File: src/sv/bank_mapper_with_line_irq_core_assert.svh
// Assertion macros for the bank mapper RTL.
`ifndef BANK_MAPPER_WITH_LINE_IRQ_CORE_ASSERT_SVH
`define BANK_MAPPER_WITH_LINE_IRQ_CORE_ASSERT_SVH
`ifndef SYNTH
// Checked on every rising edge of clk_i, ignored while rst_ni is low.
`define BM_ASSERT(lbl, prop) \
  lbl: assert property (@(posedge clk_i) disable iff (!rst_ni) (prop)) \
    else $error("bank mapper assertion failed");
// Checked on every rising edge of clk_i, reset included.
`define BM_ASSERT_ALWAYS(lbl, prop) \
  lbl: assert property (@(posedge clk_i) (prop)) \
    else $error("bank mapper assertion failed");
`else
`define BM_ASSERT(lbl, prop)
`define BM_ASSERT_ALWAYS(lbl, prop)
`endif
`endif

File: src/sv/bmlirq_pkg.sv
// Types and constants of the bank mapper with line interrupt counter.
package bmlirq_pkg;

  localparam int LINE_CYCLES_DEF = 114;

  // Input beat kinds.
  localparam logic KIND_WRITE = 1'b0;
  localparam logic KIND_TICK  = 1'b1;

  // Address decode.
  localparam logic [15:0] ADDR_MASK   = 16'hF003;
  localparam logic [15:0] ADDR_PRG16  = 16'h8000;
  localparam logic [15:0] ADDR_PRG8   = 16'hC000;
  localparam logic [15:0] ADDR_CHR_LO = 16'hD000;
  localparam logic [15:0] ADDR_CHR_HI = 16'hE000;
  localparam logic [15:0] ADDR_MIRROR = 16'hB003;
  localparam logic [15:0] ADDR_LATCH  = 16'hF000;
  localparam logic [15:0] ADDR_CTRL   = 16'hF001;
  localparam logic [15:0] ADDR_ACK    = 16'hF002;

  // Mapping targets.
  localparam logic [3:0] TGT_PRG16  = 4'd0;
  localparam logic [3:0] TGT_PRG8   = 4'd1;
  localparam logic [3:0] TGT_CHR_LO = 4'd2;
  localparam logic [3:0] TGT_CHR_HI = 4'd6;
  localparam logic [3:0] TGT_MIRROR = 4'd10;

  // Mirroring write codes (low nibble) and the reported modes.
  localparam logic [3:0] MIRW_A = 4'h0;
  localparam logic [3:0] MIRW_B = 4'h4;
  localparam logic [3:0] MIRW_C = 4'h8;
  localparam logic [3:0] MIRW_D = 4'hC;
  localparam logic [7:0] MIR_TWO_H   = 8'd0;
  localparam logic [7:0] MIR_TWO_V   = 8'd1;
  localparam logic [7:0] MIR_ONE_PG0 = 8'd2;
  localparam logic [7:0] MIR_ONE_PG1 = 8'd3;

  localparam logic [1:0] FIRES_MAX = 2'd3;

  typedef enum logic {
    ST_IDLE,
    ST_RUN
  } seq_state_e;

  typedef struct packed {
    logic       valid;
    logic [3:0] target;
    logic [7:0] value;
  } map_result_t;

  typedef struct packed {
    logic       latch_we;
    logic       ctrl_we;
    logic       ack_we;
    logic [7:0] data;
  } irq_cmd_t;

  typedef struct packed {
    logic       enabled;
    logic       done;
    logic [1:0] fires;
  } line_status_t;

endpackage

File: src/sv/bmlirq_decode.sv
// Bus write decoder: address swap, bank and mirroring reports, interrupt commands.
module bmlirq_decode
  import bmlirq_pkg::*;
(
  input  logic        wr_i,
  input  logic        swap_i,
  input  logic [15:0] address_i,
  input  logic [7:0]  data_i,
  output map_result_t map_o,
  output irq_cmd_t    cmd_o
);

  logic [15:0] addr_sw;
  logic [15:0] sel;

  always_comb begin
    addr_sw = swap_i ? {address_i[15:2], address_i[0], address_i[1]} : address_i;
    sel     = addr_sw & ADDR_MASK;

    map_o        = '0;
    cmd_o        = '0;
    cmd_o.data   = data_i;

    case (sel)
      ADDR_PRG16: begin
        map_o = '{valid: wr_i, target: TGT_PRG16, value: data_i};
      end
      ADDR_PRG8: begin
        map_o = '{valid: wr_i, target: TGT_PRG8, value: data_i};
      end
      ADDR_CHR_LO, ADDR_CHR_LO | 16'd1, ADDR_CHR_LO | 16'd2, ADDR_CHR_LO | 16'd3: begin
        map_o = '{valid: wr_i, target: TGT_CHR_LO + {2'b00, sel[1:0]}, value: data_i};
      end
      ADDR_CHR_HI, ADDR_CHR_HI | 16'd1, ADDR_CHR_HI | 16'd2, ADDR_CHR_HI | 16'd3: begin
        map_o = '{valid: wr_i, target: TGT_CHR_HI + {2'b00, sel[1:0]}, value: data_i};
      end
      ADDR_MIRROR: begin
        case (data_i[3:0])
          MIRW_A:  map_o = '{valid: wr_i, target: TGT_MIRROR, value: MIR_TWO_V};
          MIRW_B:  map_o = '{valid: wr_i, target: TGT_MIRROR, value: MIR_TWO_H};
          MIRW_C:  map_o = '{valid: wr_i, target: TGT_MIRROR, value: MIR_ONE_PG0};
          MIRW_D:  map_o = '{valid: wr_i, target: TGT_MIRROR, value: MIR_ONE_PG1};
          default: map_o = '0;
        endcase
      end
      ADDR_LATCH: cmd_o.latch_we = wr_i;
      ADDR_CTRL:  cmd_o.ctrl_we  = wr_i;
      ADDR_ACK:   cmd_o.ack_we   = wr_i;
      default:    map_o = '0;
    endcase

    // Fields of a write that maps nothing stay zero; without a write, all mapping fields are cleared.
    if (!wr_i) begin
      map_o = '0;
    end
  end

endmodule

File: src/sv/bmlirq_line_unit.sv
// Interrupt registers and the iterative line counter (one line per cycle).
`include "bank_mapper_with_line_irq_core_assert.svh"
module bmlirq_line_unit
  import bmlirq_pkg::*;
#(
  parameter int LINE_CYCLES = LINE_CYCLES_DEF
) (
  input  logic         clk_i,
  input  logic         rst_ni,
  input  irq_cmd_t     cmd_i,
  input  logic         start_i,
  input  logic [7:0]   cycles_i,
  input  logic         take_i,
  output line_status_t status_o
);

  localparam logic [8:0] LineCyc = 9'(LINE_CYCLES);

  logic [6:0] prescaler_q, prescaler_d;
  logic [7:0] counter_q, counter_d;
  logic [7:0] latch_q, latch_d;
  logic       en_q, en_d;
  logic       eaa_q, eaa_d;
  logic [8:0] total_q, total_d;
  logic [1:0] fires_q, fires_d;
  logic       busy_q, busy_d;
  logic       line_due;
  logic       finish;

  always_ff @(posedge clk_i or negedge rst_ni) begin
    if (!rst_ni) begin
      prescaler_q <= '0;
      counter_q   <= '0;
      latch_q     <= '0;
      en_q        <= 1'b0;
      eaa_q       <= 1'b0;
      busy_q      <= 1'b0;
      fires_q     <= '0;
      total_q     <= '0;
    end else begin
      prescaler_q <= prescaler_d;
      counter_q   <= counter_d;
      latch_q     <= latch_d;
      en_q        <= en_d;
      eaa_q       <= eaa_d;
      busy_q      <= busy_d;
      fires_q     <= fires_d;
      total_q     <= total_d;
    end
  end

  always_comb begin
    line_due    = total_q >= LineCyc;
    finish      = busy_q && !line_due && take_i;
    prescaler_d = prescaler_q;
    counter_d   = counter_q;
    latch_d     = latch_q;
    en_d        = en_q;
    eaa_d       = eaa_q;
    busy_d      = busy_q;
    fires_d     = fires_q;
    total_d     = total_q;

    if (cmd_i.latch_we) begin
      latch_d = cmd_i.data;
    end
    if (cmd_i.ctrl_we) begin
      en_d  = cmd_i.data[1];
      eaa_d = cmd_i.data[0];
      if (cmd_i.data[1]) begin
        counter_d = latch_q;
      end
    end
    if (cmd_i.ack_we) begin
      en_d = eaa_q;
    end

    if (start_i) begin
      busy_d  = 1'b1;
      fires_d = '0;
      total_d = {2'b00, prescaler_q} + {1'b0, cycles_i};
    end else if (busy_q) begin
      if (line_due) begin
        // One elapsed line per cycle through the shared subtract and compare.
        total_d = total_q - LineCyc;
        if (counter_q == 8'hFF) begin
          counter_d = latch_q;
          if (fires_q != FIRES_MAX) begin
            fires_d = fires_q + 2'd1;
          end
        end else begin
          counter_d = counter_q + 8'd1;
        end
      end else if (finish) begin
        prescaler_d = total_q[6:0];
        busy_d      = 1'b0;
      end
    end
  end

  assign status_o = '{enabled: en_q, done: busy_q && !line_due, fires: fires_q};

  `BM_ASSERT(a_prescaler_range, {2'b00, prescaler_q} < LineCyc)
  `BM_ASSERT(a_start_when_free, start_i |-> !busy_q)
  `BM_ASSERT(a_fires_grow, (busy_q && !finish) |=> (busy_q && fires_q >= $past(fires_q)))
  `BM_ASSERT(a_no_cmd_while_busy,
             busy_q |-> !(cmd_i.latch_we || cmd_i.ctrl_we || cmd_i.ack_we))

endmodule

File: src/sv/bank_mapper_with_line_irq_core.sv
// Top level of the bank mapper with line interrupt counter.
//
//   port group   dir  beat fields (low bit up)
//   s_axis       in   tuser: kind; tdata: address[15:0], data[23:16], cycles[31:24]
//   m_axis       out  tuser: map_valid; tdata: map_target[3:0], map_value[11:4],
//                     irq_fires[13:12], zero fill[15:14]
//   cfg          in   cfg_we_i / cfg_wdata_i: swap_address_lines
//
// A bus write, or a tick while the counter is disabled, is answered from ST_IDLE.
// A tick with the counter enabled enters ST_RUN, where the line unit retires one line
// per cycle until the sum of prescaler and cycles falls below LINE_CYCLES.
// Reset clears the control state at once (not the output data register); there is no clearing pass.
// While the output register holds an untaken beat, a finished item waits and
// no new input beat is accepted.
module bank_mapper_with_line_irq_core
  import bmlirq_pkg::*;
#(
  parameter int LINE_CYCLES = LINE_CYCLES_DEF
) (
  input  logic        clk_i,
  input  logic        rst_ni,
  input  logic        cfg_we_i,
  input  logic        cfg_wdata_i,
  input  logic        s_axis_tvalid,
  output logic        s_axis_tready,
  input  logic [31:0] s_axis_tdata,   // address, data, cycles
  input  logic        s_axis_tuser,   // kind
  output logic        m_axis_tvalid,
  input  logic        m_axis_tready,
  output logic [15:0] m_axis_tdata,   // map_target, map_value, irq_fires, zero fill
  output logic        m_axis_tuser    // map_valid
);

  seq_state_e   state_q, state_d;
  logic         swap_q;
  logic         m_valid_q, m_valid_d;
  logic [15:0]  m_data_q, m_data_d;
  logic         m_user_q, m_user_d;
  logic         out_free;
  logic         accept;
  logic         is_tick;
  logic         start;
  logic         wr;
  map_result_t  map;
  irq_cmd_t     cmd;
  line_status_t status;

  assign out_free      = !m_valid_q || m_axis_tready;
  assign s_axis_tready = (state_q == ST_IDLE) && out_free;
  assign accept        = s_axis_tvalid && s_axis_tready;
  assign is_tick       = (s_axis_tuser == KIND_TICK);
  assign wr            = accept && !is_tick;
  assign start         = accept && is_tick && status.enabled;

  bmlirq_decode u_decode (
    .wr_i      (wr),
    .swap_i    (swap_q),
    .address_i (s_axis_tdata[15:0]),
    .data_i    (s_axis_tdata[23:16]),
    .map_o     (map),
    .cmd_o     (cmd)
  );

  bmlirq_line_unit #(
    .LINE_CYCLES (LINE_CYCLES)
  ) u_line (
    .clk_i    (clk_i),
    .rst_ni   (rst_ni),
    .cmd_i    (cmd),
    .start_i  (start),
    .cycles_i (s_axis_tdata[31:24]),
    .take_i   ((state_q == ST_RUN) && out_free),
    .status_o (status)
  );

  always_ff @(posedge clk_i or negedge rst_ni) begin
    if (!rst_ni) begin
      state_q   <= ST_IDLE;
      swap_q    <= 1'b0;
      m_valid_q <= 1'b0;
    end else begin
      state_q   <= state_d;
      m_valid_q <= m_valid_d;
      if (cfg_we_i) begin
        swap_q <= cfg_wdata_i;
      end
    end
  end

  always_ff @(posedge clk_i) begin
    m_data_q <= m_data_d;
    m_user_q <= m_user_d;
  end

  always_comb begin
    state_d   = state_q;
    m_valid_d = m_valid_q && !m_axis_tready;
    m_data_d  = m_data_q;
    m_user_d  = m_user_q;

    case (state_q)
      ST_IDLE: begin
        if (start) begin
          state_d = ST_RUN;
        end else if (accept) begin
          // Writes report their mapping; a tick with the counter off reports nothing.
          m_valid_d = 1'b1;
          m_user_d  = map.valid;
          m_data_d  = {2'b00, 2'b00, map.value, map.target};
        end
      end
      ST_RUN: begin
        if (status.done && out_free) begin
          state_d   = ST_IDLE;
          m_valid_d = 1'b1;
          m_user_d  = 1'b0;
          m_data_d  = {2'b00, status.fires, 8'h00, 4'h0};
        end
      end
      default: state_d = ST_IDLE;
    endcase
  end

  assign m_axis_tvalid = m_valid_q;
  assign m_axis_tdata  = m_data_q;
  assign m_axis_tuser  = m_user_q;

endmodule

File: config.mk
export PLATFORM = sky130hd
export DESIGN_NAME = bank_mapper_with_line_irq_core
export DESIGN_NICKNAME = d
export VERILOG_FILES = /design/src/sv/bmlirq_pkg.sv /design/src/sv/bmlirq_decode.sv /design/src/sv/bmlirq_line_unit.sv /design/src/sv/bank_mapper_with_line_irq_core.sv
export VERILOG_INCLUDE_DIRS = /design/src /design/src/sv
export SDC_FILE = /design/constraint.sdc
export NUM_CORES = 1
export LEC_CHECK = 0
export BUFFER_PORTS_ARGS = -buffer_cell sky130_fd_sc_hd__clkbuf_2
export CORE_MARGIN = 2
export CORE_UTILIZATION = 60
export DETAILED_ROUTE_END_ITERATION = 12
export PLACE_DENSITY = 0.9
export SLEW_MARGIN = 20
export SYNTH_ARGS = -nofsm -noshare
export SYNTH_HDL_FRONTEND = slang
export SYNTH_SLANG_ARGS = --single-unit
File: constraint.sdc
create_clock -name clk_i -period 4.5 [get_ports clk_i]
set_input_delay 0.9 -clock clk_i [delete_from_list [all_inputs] [get_ports clk_i]]
set_output_delay 0.9 -clock clk_i [all_outputs]
set_load 0.02 [all_outputs]
; Word level (Yosys, flattened, before mapping)
; Cells that the tools add are included.
[op_classes]
n_addsub = 6
magnitude_cmp = 1
eq_ne = 22
mux = 42
bitwise_logic = 3
n_reduce_logical = 27
[ops]
columns = operator, n
row1 = $eq A6 B6 Y1 const B, 14
row2 = $pmux W13 S5, 1
row3 = $pmux W13 S4, 1
row4 = $mux W16, 3
row5 = $mux W8, 6
row6 = $pmux W16 S2, 1
row7 = $mux W9, 3
row8 = $mux W1, 17
row9 = $mux W13, 1
row10 = $mux W2, 6
row11 = $logic_and A1 B1 Y1, 10
row12 = $reduce_bool A2 Y1, 5
row13 = $add A7 B8 Y9, 1
row14 = $ge A9 B7 Y1 const B, 1
row15 = $sub A9 B7 Y9 const B, 1
row16 = $add A8 B1 Y8 const B, 1
row17 = $eq A4 B4 Y1 const B, 2
row18 = $eq A8 B8 Y1 const B, 1
row19 = $reduce_and A4 Y1, 2
row20 = $reduce_or A4 Y1, 2
row21 = $ne A2 B2 Y1 const B, 3
row22 = $pmux W1 S2, 3
row23 = $add A3 B2 Y4 const A, 1
row24 = $eq A4 B3 Y1 const B, 1
row25 = other kinds (9), 14
[word_totals]
register_bits = 57
out_inout_bits = 19

; Longest topological paths before layout
; Gate-level depths: netlist of run 1.
[depth]
depth_word = 10
ltp_mapped = 8
mapped_depth_nobuf = 7

; By module
; A second synthesis of run 1 with hierarchy kept.
[hier_totals]
cells_unflattened = 320
area_unflattened_um2 = 3333.2
[modules_own_cells]
columns = mod, instances, cells_per_inst, area_each_um2, seq_area_each_um2
row1 = bmlirq_line_unit, 1, 211, 2154.6, 925.9
row2 = bank_mapper_with_line_irq_core, 1, 52, 758.2, 525.5
row3 = bmlirq_decode, 1, 57, 420.4, 0.0

; Least setup slack after synthesis of run 1
; No wires, ideal clock.
[synth_path]
kind = input to register
from = input m_axis_tready
to = register m_data_q[0], in the netlist m_axis_tdata[0], enable pin
setup_time_ns = 0.392
t_arrival_ns = 2.399
required_ns = 4.108
path_slack_ns = 1.710
stages = 6
n_path_buf = 2
cell_sequence = nor2b_4 > buf_6 > or3_1 > clkbuf_1 > nand2_1 > a21oi_1
[synth_between]
elab_chain_cells = 7
word_cells_on_any_way = 10
cone_classes = eq/ne: 3 / reduce/logical: 7
[synth_lines]
columns = element, line
row1 = "start, declared", bank_mapper_with_line_irq_core.sv:29  ; input logic m_axis_tready,
row2 = $logic_or A1 B1 Y1 (*), bank_mapper_with_line_irq_core.sv:48  ; assign out_free = !m_valid_q || m_axis_tready;
row3 = $logic_and A1 B1 Y1, bank_mapper_with_line_irq_core.sv:49  ; assign s_axis_tready = (state_q == ST_IDLE) && out_free;
row4 = $logic_and A1 B1 Y1, bank_mapper_with_line_irq_core.sv:50  ; assign accept = s_axis_tvalid && s_axis_tready;
row5 = $logic_and A1 B1 Y1 (2 in a row), bank_mapper_with_line_irq_core.sv:53  ; assign start = accept && is_tick && status.enabled;
row6 = $ne A2 B2 Y1 (no source line), n/a
row7 = $reduce_and A3 Y1 (no source line) (*), n/a
row8 = "end signal, assigned", bank_mapper_with_line_irq_core.sv:91  ; m_data_q <= m_data_d;
row9 = "end, declared", bank_mapper_with_line_irq_core.sv:37  ; logic [15:0] m_data_q, m_data_d;
; Every way passes the cells marked *; elsewhere a longest branch is shown, timed or not.
; A chain may end at the register's enable or synchronous reset.

; Worst setup path in the final report of run 1
[layout_path]
from = input s_axis_tdata[12]
to = register u_line.counter_q[3]
[layout_between]
elab_chain_cells = 6
[layout_lines]
columns = element, line
row1 = "start, declared", bank_mapper_with_line_irq_core.sv:26  ; input logic [31:0] s_axis_tdata,
row2 = $eq A6 B6 Y1 (*), bmlirq_decode.sv:24  ; case (sel)
row3 = $mux W1 (*), bmlirq_decode.sv:24
row4 = $mux W8 (*), bmlirq_line_unit.sv:67  ; if (cmd_i.ctrl_we) begin
row5 = $mux W8, bmlirq_line_unit.sv:83  ; if (line_due) begin
row6 = $mux W8, bmlirq_line_unit.sv:82  ; end else if (busy_q) begin
row7 = $mux W8 (*), bmlirq_line_unit.sv:78  ; if (start_i) begin
row8 = via u_line.counter_d[3], bmlirq_line_unit.sv:20  ; logic [7:0] counter_q, counter_d;
row9 = "end signal, assigned", bmlirq_line_unit.sv:42  ; counter_q <= counter_d;
row10 = "end, declared", bmlirq_line_unit.sv:20
; The timed path passes the listed nets; every way through them passes the cells marked *.

==> out/metrics.yaml, run 1 <==
worst_pin_slew_ns: 0.886
yosysMostFrequentCell: "dfrtp_1"
cts.sinks: 55
cts_resized: 0
maxCapViolCount: 0
reg2reg_to: "u_line.counter_q[3]$_DFF_PN0_"
pre_cts_ws_ns: 1.73
drcViolationCount: 0
crit_arrival_ns: 2.69
grt_max_degree: 41
leakagePower_nw: 1.59
path_cells: "clkbuf_2, nand4_1, nor4_2, a32o_1, o21ai_0, a221o_1"
drtIter0Drc: 183
status: "finished, final reports clean"
grt_pass1_vias: 2473
rsz0062_at_grt: "no"
initial_core_util_pct: 62.4
viasPerCell: 5.99
critPathTopFamily: "compound AO/OA/AOI/OAI gates"
die_h_um: 77.1
numCtsBuffers: 5
period_share_pct: 55.3
port-buffer-count: 45
ff2ff_setup_slack_ns: 2.03
cts-root-buf: "clkbuf_8"
cts_setup_buffers: 0
async_flop_share_pct: 72.7
slowest_stage: "nor4_2"
synth_largest_area_cell: "dfrtp_1"
gp_congestion: 0.899
ys_top_cells_by_count: "dfrtp_1, a21oi_1, nand2_1"
worstSetupStartpointType: "input pin"
finalSetupViolCount: 0
post_drt_wl_per_cell_um: 16.1
r2r_cells: 7
grt-ovfl-total: 0
cts_hold_buf: 0
yosysWarnings: 0
synth_cell_types: 63
crit_path_end_kind: "register"
antenna-diode-count: 0
setup_slack_ns: 2.01
antenna_left: 0
routed_wirelength_mm: 6.66
critical_path.max_stage_delay_ns: 0.55
hold_viol_final: 0
io_pins: 58
die_w_um: 77.1
reg2reg_from: "u_line.total_q[2]$_DFFE_PN0P_"
irDropWorstVdd_uv: 285
firstDrtPassIters: 4
worstPathMaxFanout: 9
grt_pass1_wl_mm: 11.6
path_depth: 6
fin_crit_ns: 2.49
cp.buffers_inverters: 1
critPathRequiredTime_ns: 4.70
synthTopCellsByArea: "dfrtp_1, edfxtp_1, ha_1, mux2_2, a21oi_1"
nets: 393
clk_latency_ns: 0.32
num_vias: 2480
syn_to_final_growth_pct: 10.7
slew_violations: 0
path_clk_slew_ns: 0.10
critPathCapture: "u_line.counter_q[3]$_DFF_PN0_"
antenna_found_initial: 0
grt_use_total_pct: 24.2
rows: 26
dp_hpwl_mm: 4.81
synth_top_area_share_pct: 31.2
core_um2: 5140
max_freq_mhz: 402
synth_cells: 303
min_path_type: "register to register"
synth_edf_count: 15
powerDensity_nw_per_um2: 520
cts_buffer_depth: 2
slew_headroom_pct: 40.9
netlist_area_um2: 3210
cts-htree-levels: 2
yosysSeqAreaShare_pct: 45.2
ys.flop_type: "dfrtp_1"
path_class: "input pin to register"
fin_setup_tns_ns: 0
cts_tree: "built"
finClkSkew_ns: 0.0127
hold_depth: 1
dieArea_um2: 5950
drive_gt1_share_pct: 23.3
synth-seq-cells: 55
cp-startpoint: "s_axis_tdata[12]"
avgSynthCellArea_um2: 10.6
==> worst reg2reg max path: stages, from the launching register on <==
cell and delay [ns]:
dfrtp_1 0.46, inv_1 0.08, ha_1 0.19, or4b_1 0.47, o211ai_1 0.49, o2111a_1 0.30, o21bai_2 0.21, a221o_1 0.21
==> worst min path at each step <==
| stage | start | end | slack [ns] |
|---|---|---|---|
| 6_report | u_line.prescaler_q[6]$_DFFE_PN0P_ | u_line.prescaler_q[6]$_DFFE_PN0P_ | 0.52 |
| 3_5_place_dp | u_line.latch_q[5]$_DFFE_PN0P_ | u_line.latch_q[5]$_DFFE_PN0P_ | 0.50 |
| 2_1_floorplan | u_line.latch_q[7]$_DFFE_PN0P_ | u_line.counter_q[7]$_DFF_PN0_ | 0.48 |
| 5_1_grt | u_line.latch_q[7]$_DFFE_PN0P_ | u_line.counter_q[7]$_DFF_PN0_ | 0.55 |
| 4_1_cts | u_line.prescaler_q[6]$_DFFE_PN0P_ | u_line.prescaler_q[6]$_DFFE_PN0P_ | 0.52 |
| 3_3_place_gp | u_line.prescaler_q[4]$_DFFE_PN0P_ | u_line.prescaler_q[4]$_DFFE_PN0P_ | 0.49 |
==> routing by layer <==
| metal | track usage, % | part of all wire, % | wire, um |
|---|---|---|---|
| met5 | 0 | 0 | 0 |
| met4 | 7.68 | 1.5 | 101 |
| met3 | 4.24 | 5.0 | 334 |
| met2 | 39.9 | 52 | 3430 |
| met1 | 32.7 | 42 | 2790 |
==> cells by family after synthesis <==
kind of cell	synth area share (%)
flops	45.2
mux	8.03
xor+xnor	3.82
simple gates	19.0
compound gates	15.8
fa+ha+maj	4.52
other cells	0.117
buf+inv	3.51
==> stage by stage <==
step / util (%) / hold slack, ns / cell area, um2 / power (mW) / std cells
CTS: 69.1 / 0.523 / 3550 / 1.85 / 414
detailed placement: 67.4 / 0.500 / 3460 / 1.57 / 406
floorplan: - / 0.479 / 3210 / 1.36 / 304
finish: 69.1 / 0.522 / 3550 / 1.85 / 414
global route: 69.1 / 0.546 / 3550 / 1.98 / 414
global placement: 67.4 / 0.493 / 3460 / 1.52 / 406
==> report_power, final <==
part           internal, mW  leakage (nW)  total, mW  switching [mW]
Clock                 0.112        0.0418      0.280           0.168
Combinational         0.334         0.897      0.752           0.418
Sequential            0.676         0.649      0.815           0.138
==> cells in the final DEF (no fill, tap or decap), types with 3 or more instances in the layout <==
cell type / instances
clkbuf_8: 5
a221o_1: 5
or3_1: 6
a22oi_1: 3
nor2b_1: 5
ha_1: 10
a21o_1: 6
inv_1: 8
nand2b_1: 3
o211ai_1: 3
nand3_1: 8
a211oi_1: 3
nand4_1: 4
mux2i_1: 4
mux2_2: 10
o21ai_0: 13
clkbuf_2: 44
nand2_1: 21
and3_1: 3
nor2_1: 12
xnor2_1: 9
dfrtp_1: 40
o21a_1: 3
nor3_1: 6
nor3b_1: 7
xor2_1: 5
edfxtp_1: 15
a21oi_1: 22
and2_1: 11
mux2_4: 7
==> registers in the layout, summed over array words and instances, names as in the netlist, 2 cells and up <==
| name | cells |
|---|---|
| u_line.prescaler_q | 7 |
| u_line.latch_q | 8 |
| u_line.counter_q | 8 |
| u_line.fires_q | 2 |
| u_line.total_q | 9 |
| m_axis_tdata | 14 |
==> area by class of cell <==
type / instances / area [um2]
clock inverter: 2 / 16.3
fill: 404 / 1590
inverter: 8 / 30.0
clock buffer: 6 / 72.6
timing repair buffer: 47 / 240
tap: 70 / 87.6
sequential: 55 / 1450
multi-input combinational: 226 / 1650
Power figures use the tool's default switching activity.
==> run 2: changes to the inputs <==
- ABC_AREA: unset -> 1
- CORE_UTILIZATION: 60 -> 51
- PLACE_DENSITY: 0.9 -> 0.81
- clock period: 4.5 -> 2.22 ns (I/O delays scaled with it)
==> out/metrics.yaml, run 2 <==
status: "finished, final reports clean"
cts-root-buf: "clkbuf_8"
antenna_left: 0  # unchanged
cts_setup_buffers: 0  # unchanged
pre_cts_ws_ns: 0.334  # -1.39 ns
placed_area_um2: 3750  # +8.4%
cts_buffer_depth: 2  # unchanged
initial_core_util_pct: 53.4  # -9.0 points
p_comb_share_pct: 6.7  # -34 points
synth-seq-cells: 55  # unchanged
synth_cells: 457  # +51%
avgSynthCellArea_um2: 7.50  # -29%
drcViolationCount: 0  # unchanged
grt-ovfl-total: 0  # unchanged
grt_use_total_pct: 22.3  # -1.9 points
final_common_cell: "nand2_1"
antenna_found_initial: 0  # unchanged
setup_slack_ns: 0.328  # -1.68 ns
crit_path_end_kind: "register"
grt_max_degree: 41  # unchanged
yosysSeqAreaShare_pct: 42.3  # -2.9 points
cts_resized: 0  # unchanged
design_area_um2: 3860  # +8.7%
irDropWorstVdd_uv: 324  # +14%
io_pins: 58  # unchanged
rows: 29  # +12%
dieArea_um2: 7400  # +24%
crit_arrival_ns: 1.90  # -0.79 ns
ys.flop_type: "dfrtp_1"
yosysMostFrequentCell: "nand2_1"
most-common-layout-cells: "nand2_1, nand3_1, inv_1"
fin_crit_ns: 1.89
cts.sinks: 55  # unchanged
netlist_area_um2: 3430  # +6.9%
core_um2: 6420  # +25%
min_path_type: "input pin to async pin"
worstSetupStartpointType: "register"
multi_input_area_um2: 1690  # +2.0%
p_int_mw: 1.42  # +26%
path_class: "register to register"
finClkSkew_ns: 0.00851  # -0.00418 ns
worstPathMaxFanout: 15  # +6
synth_cell_types: 38  # -40%
critPathRequiredTime_ns: 2.23  # -2.47 ns
path_clk_slew_ns: 0.10  # about the same
port-buffer-count: 45  # unchanged
drive_gt1_share_pct: 17.3  # -6.0 points
cts_hold_buf: 0  # unchanged
antenna-diode-count: 0  # unchanged
dp_hpwl_mm: 5.79  # +21%
syn_to_final_growth_pct: 12.6
drtIter0Drc: 152  # -17%
die_w_um: 86.0  # +11%
largest_register_ffs: 14  # unchanged
cts_tree: "built"
async_flop_share_pct: 72.7  # unchanged
slew_headroom_pct: 65.3  # +24 points
finalSetupViolCount: 0  # unchanged
nets: 559  # +42%
max_freq_mhz: 529
powerDensity_nw_per_um2: 473  # -9.1%
power_frac_seq_pct: 57.0  # +13 points
register_area_um2: 1450  # unchanged
fillers: 587  # +45%
cts-htree-levels: 2  # unchanged
hold_viol_final: 0  # unchanged
post_drt_wl_per_cell_um: 13.3  # -18%
synth_edf_count: 15  # unchanged
grt_pass1_wl_mm: 13.4  # +15%
fin_setup_tns_ns: 0  # unchanged
clk_latency_ns: 0.31  # about the same
slew_violations: 0  # unchanged
synthTopCellsByArea: "dfrtp_1, nand2_1, edfxtp_1, nand3_1, inv_1"
gp_congestion: 0.822  # -8.5%
synth_top_area_share_pct: 29.2  # -2.0 points
p_total_mw: 1.82  # -1.3%
die_h_um: 86.0  # +11%
leakagePower_nw: 1.97  # +24%
num_vias: 3165  # +28%
maxCapViolCount: 0  # unchanged
rsz0062_at_grt: "no"
numCtsBuffers: 5  # unchanged
p_sw_mw: 0.409  # -44%
routed_wirelength_mm: 7.79  # +17%
firstDrtPassIters: 4  # unchanged
period_share_pct: 85.2
viasPerCell: 5.39  # -10%
yosysWarnings: 0  # unchanged
synth_largest_area_cell: "dfrtp_1"
clkPwrFrac_pct: 36.4  # +21 points
ys_top_cells_by_count: "nand2_1, nand3_1, inv_1"
sw_frac_of_total_pct: 22.4  # -17 points
grt_pass1_vias: 3112  # +26%
worst_pin_slew_ns: 0.520  # -0.366 ns
-- run 2: cell types whose count changed after synthesis, sizes merged, moves of 7 or more --
cell,before,now
mux2,17,1
nand3,8,63
nor3b,7,0
nand2,22,144
nor2,12,40
a21oi,22,12
o21ai,13,31
clkbuf,8,1
or3,7,0
inv,8,62
xnor2,9,1
and2,11,0
-- run 2: area by class of cell --
class	count	share of cell area, %
Clock buffer	7	1.98
Clock inverter	1	0.778
Inverter	62	6.03
Multi-Input combinational cell	332	43.7
Sequential cell	55	37.6
Tap cell	77	2.50
Timing Repair Buffer	53	7.39
-- run 2: kinds of logic after synthesis --
| kind of cell | after synthesis | synth area share [%] |
|---|---|---|
| adder cells (fa/ha/maj) | 11 | 4.23 |
| XOR/XNOR | 7 | 1.79 |
| AND/OR/NAND/NOR | 264 | 34.5 |
| flip-flops | 55 | 42.3 |
| buffers and inverters | 71 | 8.57 |
| multiplexers | 1 | 0.328 |
| AO/OA/AOI/OAI | 47 | 8.17 |
| other | 1 | 0.109 |
-- run 2: worst paths after layout --
path                                                from                                 to  slack [ns]  cells past startpoint
max reg2reg                u_line.total_q[1]$_DFFE_PN0P_      m_axis_tdata[1]$_SDFFCE_PP0P_        0.33                      9
max in group asynchronous                         rst_ni      u_line.latch_q[4]$_DFFE_PN0P_        1.68                      2
min in group clk_i                      s_axis_tdata[22]      u_line.latch_q[6]$_DFFE_PN0P_        0.36                      3
min reg2reg                     u_line.eaa_q$_DFFE_PN0N_           u_line.eaa_q$_DFFE_PN0N_        0.49                      2
min                                               rst_ni  u_line.prescaler_q[6]$_DFFE_PN0P_        0.17                      2
max                        u_line.total_q[1]$_DFFE_PN0P_      m_axis_tdata[1]$_SDFFCE_PP0P_        0.33                      9
-- run 2: per-layer routing --
layer	GRT usage [%]	wire length (um)
met2	37.9	3970
met5	0	0
met4	9.38	134
met3	2.89	372
met1	28.6	3310
-- run 2: worst max-delay path, cell delays in order (launching register included) --
cell and delay [ns]:
dfrtp_1 0.38, inv_1 0.13, ha_1 0.26, a21oi_4 0.10, a21boi_2 0.15, nand4_1 0.11, nand2_1 0.08, inv_1 0.05
nor2_1 0.08, buf_4 0.23
-- run 2: stage by stage --
step           instances  hold slack, ns  utilization (%)
2_1_floorplan        458           0.148                -
3_3_place_gp         579           0.458             58.4
3_5_place_dp         579           0.465             58.4
4_1_cts              587           0.201             60.1
5_1_grt              587           0.228             60.1
6_report             587           0.173             60.1
-- run 2: power groups by stage --
stage	Combinational (mW)	Clock, mW	Sequential (mW)
after floorplan	0.0601	0	1.06
after global placement	0.119	0	1.06
after detailed placement	0.122	0	1.06
after CTS	0.122	0.671	1.04
after global routing	0.139	0.704	1.04
final	0.121	0.664	1.04
